`config.mk`:
```
export PLATFORM = sky130hd
export DESIGN_NAME = tcw_ctrl
export DESIGN_NICKNAME = d
export VERILOG_FILES = /design/src/rtl/tcw_pkg.sv /design/src/rtl/tcw_ctrl.sv
export SDC_FILE = /design/constraint.sdc
export NUM_CORES = 1
export LEC_CHECK = 0
export BUFFER_PORTS_ARGS = -buffer_cell sky130_fd_sc_hd__clkbuf_2
export CAP_MARGIN = 20
export CORE_UTILIZATION = 49
export DETAILED_ROUTE_END_ITERATION = 12
export GPL_TIMING_DRIVEN = 0
export PLACE_DENSITY = 0.85
export SKIP_LAST_GASP = 1
export SYNTH_ARGS = -nofsm -noshare
export SYNTH_HDL_FRONTEND = slang
export SYNTH_SLANG_ARGS = --single-unit
export TNS_END_PERCENT = 50
```
`constraint.sdc`:
```
create_clock -name clk -period 3.4 [get_ports clk]
set_input_delay 0.68 -clock clk [delete_from_list [all_inputs] [get_ports clk]]
set_output_delay 0.68 -clock clk [all_outputs]
set_load 0.005 [all_outputs]
```
`src/rtl/tcw_pkg.sv`:
```
// shared types and constants for the text console writer
`default_nettype none

package tcw_pkg;

    localparam int DEF_COLUMNS = 80;
    localparam int DEF_ROWS    = 25;

    localparam logic [7:0] SPACE_CODE   = 8'h20;
    localparam logic [7:0] NEWLINE_CODE = 8'h0A;
    localparam logic [7:0] ATTR_RESET   = 8'h0F;

    localparam logic [1:0] OP_PUT   = 2'd0;
    localparam logic [1:0] OP_CLEAR = 2'd1;
    localparam logic [1:0] OP_READ  = 2'd2;

    localparam int          PADDR_W  = 3;
    localparam logic        REG_ATTR = 1'b0;

    typedef struct packed {
        logic [1:0] opcode;
        logic [7:0] char_code;
        logic [4:0] read_row;
        logic [6:0] read_col;
    } tcw_cmd_t;

    typedef struct packed {
        logic [7:0] cell_char;
        logic [7:0] cell_attr;
        logic [4:0] cursor_row_out;
        logic [6:0] cursor_col_out;
        logic       scrolled;
    } tcw_rsp_t;

    typedef struct packed {
        logic        wr_en;
        logic        rd_en;
        logic [15:0] wdata;
    } tcw_mem_ctl_t;

endpackage

`default_nettype wire

```
`src/rtl/tcw_ctrl.sv`:
```
// sequencer: cursor, put, scroll and clear sweeps, read, result register
`default_nettype none

module tcw_ctrl
    import tcw_pkg::*;
#(
    parameter int COLUMNS = DEF_COLUMNS,
    parameter int ROWS    = DEF_ROWS,
    parameter int ADDR_W  = $clog2(DEF_ROWS * DEF_COLUMNS)
)
(
    input  wire logic                clk,
    input  wire logic                rst_n,
    input  wire logic [7:0]          attr,
    input  wire logic                cmd_valid,
    output      logic                cmd_ready,
    input  wire tcw_cmd_t            cmd,
    output      logic                rsp_valid,
    input  wire logic                rsp_ready,
    output      tcw_rsp_t            rsp,
    output      tcw_mem_ctl_t        mem_ctl,
    output      logic [ADDR_W-1:0]   mem_waddr,
    output      logic [ADDR_W-1:0]   mem_raddr,
    input  wire logic [15:0]         mem_rd_data
);

    localparam int ROW_W = $clog2(ROWS);
    localparam int COL_W = $clog2(COLUMNS + 1);

    localparam logic [ADDR_W-1:0] COL_OFS   = ADDR_W'(COLUMNS);
    localparam logic [ADDR_W-1:0] COPY_LAST = ADDR_W'((ROWS - 1) * COLUMNS - 1);
    localparam logic [ADDR_W-1:0] LAST_BASE = ADDR_W'((ROWS - 1) * COLUMNS);
    localparam logic [ADDR_W-1:0] CELL_LAST = ADDR_W'(ROWS * COLUMNS - 1);
    localparam logic [ROW_W-1:0]  ROW_LAST  = ROW_W'(ROWS - 1);
    localparam logic [COL_W-1:0]  COL_FULL  = COL_W'(COLUMNS);

    localparam logic [2:0] S_IDLE   = 3'd0;
    localparam logic [2:0] S_PUTW   = 3'd1;
    localparam logic [2:0] S_COPY   = 3'd2;
    localparam logic [2:0] S_DRAIN  = 3'd3;
    localparam logic [2:0] S_FILL   = 3'd4;
    localparam logic [2:0] S_CLEAR  = 3'd5;
    localparam logic [2:0] S_FINISH = 3'd6;

    logic [2:0]        state_reg,    state_next;
    logic [ROW_W-1:0]  row_reg,      row_next;
    logic [COL_W-1:0]  col_reg,      col_next;
    logic [ADDR_W-1:0] cnt_reg,      cnt_next;
    logic              wr_pend_reg,  wr_pend_next;
    logic [ADDR_W-1:0] wr_addr_reg,  wr_addr_next;
    logic              put_pend_reg, put_pend_next;
    logic [7:0]        ch_reg,       ch_next;
    logic              rd_flag_reg,  rd_flag_next;
    logic              scroll_reg,   scroll_next;
    logic              rsp_vld_reg,  rsp_vld_next;
    tcw_rsp_t          rsp_reg,      rsp_next;

    logic [ADDR_W-1:0] cur_addr;
    logic [ADDR_W-1:0] rd_addr;
    logic              rd_in_range;

    assign cur_addr    = ADDR_W'(row_reg) * COL_OFS + ADDR_W'(col_reg);
    assign rd_addr     = ADDR_W'(cmd.read_row) * COL_OFS + ADDR_W'(cmd.read_col);
    assign rd_in_range = (32'(cmd.read_row) < 32'(ROWS)) && (32'(cmd.read_col) < 32'(COLUMNS));

    assign cmd_ready = (state_reg == S_IDLE);
    assign rsp_valid = rsp_vld_reg;
    assign rsp       = rsp_reg;

    always_comb
    begin
        state_next    = state_reg;
        row_next      = row_reg;
        col_next      = col_reg;
        cnt_next      = cnt_reg;
        wr_pend_next  = wr_pend_reg;
        wr_addr_next  = wr_addr_reg;
        put_pend_next = put_pend_reg;
        ch_next       = ch_reg;
        rd_flag_next  = rd_flag_reg;
        scroll_next   = scroll_reg;
        rsp_vld_next  = rsp_vld_reg;
        rsp_next      = rsp_reg;

        mem_ctl       = '0;
        mem_ctl.wdata = {attr, SPACE_CODE};
        mem_waddr     = cur_addr;
        mem_raddr     = cnt_reg + COL_OFS;

        if (rsp_vld_reg && rsp_ready)
        begin
            rsp_vld_next = 1'b0;
        end

        // copy write trails its read, landing in the cycle after it
        if (wr_pend_reg)
        begin
            mem_ctl.wr_en = 1'b1;
            mem_ctl.wdata = mem_rd_data;
            mem_waddr     = wr_addr_reg;
        end

        unique case (state_reg)
            S_IDLE:
            begin
                if (cmd_valid)
                begin
                    scroll_next  = 1'b0;
                    rd_flag_next = 1'b0;
                    ch_next      = cmd.char_code;
                    unique case (cmd.opcode)
                        OP_PUT:
                        begin
                            if (cmd.char_code == NEWLINE_CODE || col_reg >= COL_FULL)
                            begin
                                col_next = '0;
                                if (row_reg < ROW_LAST)
                                begin
                                    row_next   = row_reg + 1'b1;
                                    state_next = (cmd.char_code == NEWLINE_CODE) ?
                                                 S_FINISH : S_PUTW;
                                end
                                else
                                begin
                                    scroll_next   = 1'b1;
                                    cnt_next      = '0;
                                    wr_pend_next  = 1'b0;
                                    put_pend_next = (cmd.char_code != NEWLINE_CODE);
                                    state_next    = S_COPY;
                                end
                            end
                            else
                            begin
                                mem_ctl.wr_en = 1'b1;
                                mem_ctl.wdata = {attr, cmd.char_code};
                                mem_waddr     = cur_addr;
                                col_next      = col_reg + 1'b1;
                                state_next    = S_FINISH;
                            end
                        end
                        OP_CLEAR:
                        begin
                            cnt_next   = '0;
                            state_next = S_CLEAR;
                        end
                        OP_READ:
                        begin
                            if (rd_in_range)
                            begin
                                mem_ctl.rd_en = 1'b1;
                                mem_raddr     = rd_addr;
                                rd_flag_next  = 1'b1;
                            end
                            state_next = S_FINISH;
                        end
                        default:
                        begin
                            state_next = S_FINISH;
                        end
                    endcase
                end
            end
            S_PUTW:
            begin
                mem_ctl.wr_en = 1'b1;
                mem_ctl.wdata = {attr, ch_reg};
                mem_waddr     = cur_addr;
                col_next      = col_reg + 1'b1;
                state_next    = S_FINISH;
            end
            S_COPY:
            begin
                mem_ctl.rd_en = 1'b1;
                mem_raddr     = cnt_reg + COL_OFS;
                wr_pend_next  = 1'b1;
                wr_addr_next  = cnt_reg;
                if (cnt_reg == COPY_LAST)
                begin
                    state_next = S_DRAIN;
                end
                else
                begin
                    cnt_next = cnt_reg + 1'b1;
                end
            end
            S_DRAIN:
            begin
                wr_pend_next = 1'b0;
                cnt_next     = LAST_BASE;
                state_next   = S_FILL;
            end
            S_FILL:
            begin
                mem_ctl.wr_en = 1'b1;
                mem_waddr     = cnt_reg;
                if (cnt_reg == CELL_LAST)
                begin
                    state_next = put_pend_reg ? S_PUTW : S_FINISH;
                end
                else
                begin
                    cnt_next = cnt_reg + 1'b1;
                end
            end
            S_CLEAR:
            begin
                mem_ctl.wr_en = 1'b1;
                mem_waddr     = cnt_reg;
                if (cnt_reg == CELL_LAST)
                begin
                    state_next = S_FINISH;
                end
                else
                begin
                    cnt_next = cnt_reg + 1'b1;
                end
            end
            S_FINISH:
            begin
                if (!rsp_vld_reg || rsp_ready)
                begin
                    rsp_vld_next            = 1'b1;
                    rsp_next.cell_char      = rd_flag_reg ? mem_rd_data[7:0]  : 8'd0;
                    rsp_next.cell_attr      = rd_flag_reg ? mem_rd_data[15:8] : 8'd0;
                    rsp_next.cursor_row_out = 5'(row_reg);
                    rsp_next.cursor_col_out = 7'(col_reg);
                    rsp_next.scrolled       = scroll_reg;
                    state_next              = S_IDLE;
                end
            end
            default:
            begin
                state_next = S_IDLE;
            end
        endcase
    end

    always_ff @(posedge clk or negedge rst_n)
    begin
        if (!rst_n)
        begin
            state_reg    <= S_IDLE;
            row_reg      <= '0;
            col_reg      <= '0;
            wr_pend_reg  <= 1'b0;
            put_pend_reg <= 1'b0;
            rd_flag_reg  <= 1'b0;
            scroll_reg   <= 1'b0;
            rsp_vld_reg  <= 1'b0;
        end
        else
        begin
            state_reg    <= state_next;
            row_reg      <= row_next;
            col_reg      <= col_next;
            wr_pend_reg  <= wr_pend_next;
            put_pend_reg <= put_pend_next;
            rd_flag_reg  <= rd_flag_next;
            scroll_reg   <= scroll_next;
            rsp_vld_reg  <= rsp_vld_next;
        end
    end

    always_ff @(posedge clk)
    begin
        cnt_reg     <= cnt_next;
        wr_addr_reg <= wr_addr_next;
        ch_reg      <= ch_next;
        rsp_reg     <= rsp_next;
    end

endmodule

`default_nettype wire

```
==> flow_summary_export.csv <==
group,metric,value,unit
pwr,finalPower,4.78,mW
route,drc,0,
placed_design,dpl_cell_area,5620,sq um
route,drt-wirelength-per-cell,17.0,um
clocking,cts_buffer_depth,2,
synthesis,synth_edf_count,59,
synthesis,ys_ff_latch,79,
sta,tightest_slew,941,ps
synthesis,synth.distinct_cells,63,
synthesis,synthDominantCellAreaShare,36.7,%
sta,fin_setup_tns,-85.8,ps
critical_path,crit_chain,"buf_8 > ha_4 > ha_4 > fa_2 > nand2_2 > o21bai_4 > a211o_1 > and3_1 > a221oi_2 > buf_2",
layout,layout_common_cells,"clkbuf_2, edfxtp_1, nand2_1",
sta,whs,279,ps
sta,final_hold_viol_count,0,
clocking,numCtsBuffers,9,
global_routing,grt_start_max_net_pins,21,
clocking,clock-root-buffer,"clkbuf_8",
clocking,cts_tree,"built",
synthesis,ys_seq_area_share,47.0,%
critical_path,crit_family,"adder cells",
global_routing,grt_first_pass_wirelength,19.3,mm
synthesis,yosysTopAreaCell,"edfxtp_1",
layout,drive_gt1_share,33.7,%
clocking,hold_buffers,0,
sta,timing.final.crit_share,103,%
status,failed_checks,"setup timing",
route,postRouteAntennaNets,0,
critical_path,cp_num_buf_inv,2,
layout,largest_reg_flops,29,
synthesis,netlist_instances,450,
layout,syn2layout_area_growth,27.2,%
layout,fin_area,6140,sq um
run,max-cap-violations,0,
sta,rsz0062_at_grt,"true",
sta,fmax,0.287,GHz
pwr,leakagePower,2.65,nW
placed_design,port_buffers,120,
floorplanning,std_cell_rows,35,
critical_path,cp_slowest_cell,"fa_2",
route,drt_iter0_drc,469,
layout,final_nets,678,
route,routed-via-count,4263,
synthesis,syn_area,4830,sq um
synthesis,syn-mean-instance-area,10.7,sq um
critical_path,worstPathArrival,2810,ps
floorplanning,die_w,101,um
sta,min_period,3490,ps
critical_path,startpoint,"cmd[10]",
global_routing,grt_overflow_total,0,
critical_path,ff2ff_path_depth,7,
critical_path,end_kind,"primary output",
sta,skew,11.3,ps
synthesis,syn_nets,528,
placed_design,dp.cells,700,
placed_design,routabilityCongestion,0.882,
clocking,cts-htree-levels,3,
global_routing,grt_pass1_vias,3945,
placed_design,hpwl,9.14,mm
layout,final_common_cell,"clkbuf_2",
critical_path,critPathLaunchType,"input pin",
global_routing,groute.layer.met2.usage,43.3,%
critical_path,reg2reg_from,"cnt_reg[0]",
global_routing,grt_usage,24.6,%
critical_path,rr_endpoint,"cnt_reg[4]",
synthesis,ys_warn_count,0,
sta,relSlewSlack,36.9,%
floorplanning,die_h,101,um
synthesis,ys.flop_type,"edfxtp_1",
sta,setup_viol,1,
sta,setup_ws,-85.8,ps
floorplanning,io_pins,121,
sta,finalMaxSlewViolations,0,
critical_path,ff2ff_setup_slack,860,ps
status,status,"finished with violations",
layout,finalNonFillerCells,734,
floorplanning,core_area,9420,sq um
floorplanning,start_util,51.3,%
synthesis,synth_area_leaders,"edfxtp_1, dfrtp_1, ha_1, nand2_1, xor2_1",
floorplanning,dieArea,10300,sq um
layout,antenna_cells,0,
min_path,worstHoldPathType,"in2async",
critical_path,worstPathMaxFanout,2,
route,viasPerCell,5.81,
pwr,peakVddDrop,0.485,mV
global_routing,grt_util_met3,6.21,%
critical_path,crit_required,2720,ps
global_routing,grt_busiest_layer,"met2",
clocking,clk_latency,360,ps
pwr,power-per-cell-area,778,nW/um^2
global_routing,grt_util_met1,30.2,%
synthesis,synth-async-reset-ratio,25.3,%
clocking,cts.clk_slew.worst_paths,90,ps
critical_path,cpMostUsedCell,"ha_4",
global_routing,antenna_found_initial,0,
route,wirelength,12.5,mm
clocking,clock_sinks,79,
critical_path,timing_worst_setup_path_type,"in2out",
route,detail_route.first_pass.iterations,5,
critical_path,cp_slowest_stage_delay,560,ps
==> worst reg2reg max path, stage by stage, from the launching register on <==
cell      delay, ps
edfxtp_1        550
ha_1            280
and3_1          150
clkbuf_1        180
a31oi_1         400
nor2_1          100
a31oi_1         330
buf_4           260
==> what timing repair did <==
| item | CTS | global route |
|---|---|---|
| resized for setup | 18 | 22 |
| pin swaps | 11 | 5 |
| gates cloned | 0 | 0 |
| setup buffers | 9 | 8 |
| endpoints found under the setup margin | 5 | 16 |
==> worst max-delay path by stage <==
stage | to | depth (start not counted)
after floorplan | mem_raddr[10] | 8
after global placement | mem_raddr[10] | 10
after detailed placement | mem_raddr[10] | 10
after CTS | mem_raddr[10] | 10
after global routing | mem_raddr[10] | 10
final | mem_raddr[10] | 10
==> Yosys cell counts (4+ instances only) <==
cell type / n
a21o_1: 11
a21oi_1: 23
a221oi_1: 4
a22o_1: 8
a32oi_1: 4
and2_1: 17
and3_1: 8
clkbuf_1: 14
dfrtp_1: 20
edfxtp_1: 59
fa_1: 4
ha_1: 24
inv_1: 19
mux2_2: 10
nand2_1: 43
nand2b_1: 5
nand4_1: 8
nor2_1: 31
nor2b_1: 7
nor4_1: 4
o21ai_0: 30
o31ai_1: 4
xnor2_1: 14
xor2_1: 18
==> where the power goes <==
part	switching, mW	leakage, nW	internal, mW	total, mW
sequential	0.261	0.803	1.50	1.77
clock	0.378	0.104	0.347	0.725
combinational	1.30	1.74	0.984	2.29
total	1.94	2.65	2.83	4.78
==> kinds of logic after synthesis <==
family / count (synthesis) / synth area share, %
adder cells (fa/ha/maj): 28 / 7.88
XOR/XNOR: 33 / 6.27
AND/OR/NAND/NOR: 142 / 15.7
AO/OA/AOI/OAI: 117 / 16.7
buffers and inverters: 38 / 3.13
flip-flops: 79 / 47.0
multiplexers: 13 / 3.26
==> per-stage QoR <==
step,utilization [%],setup slack [ps]
3_5_place_dp,59.7,-350
3_3_place_gp,59.4,-326
5_1_grt,65.2,-135
6_report,65.2,-85.8
2_1_floorplan,-,120
4_1_cts,63.5,-68.4
==> routing by layer <==
metal	wire length [um]	share of wire (%)
met2	6260	50
met4	235	1.9
met1	4880	39
met5	0	0
met3	1090	8.8
==> final cells by class <==
| class | instances | area (sq um) |
|---|---|---|
| buffer | 18 | 77.6 |
| clock buffer | 9 | 124 |
| clock inverter | 7 | 78.8 |
| fill | 717 | 3270 |
| inverter | 20 | 78.8 |
| multi-input combinational | 333 | 2560 |
| sequential | 79 | 2280 |
| tap | 129 | 161 |
| timing repair buffer | 139 | 783 |
(Power assumes the default switching activity.)
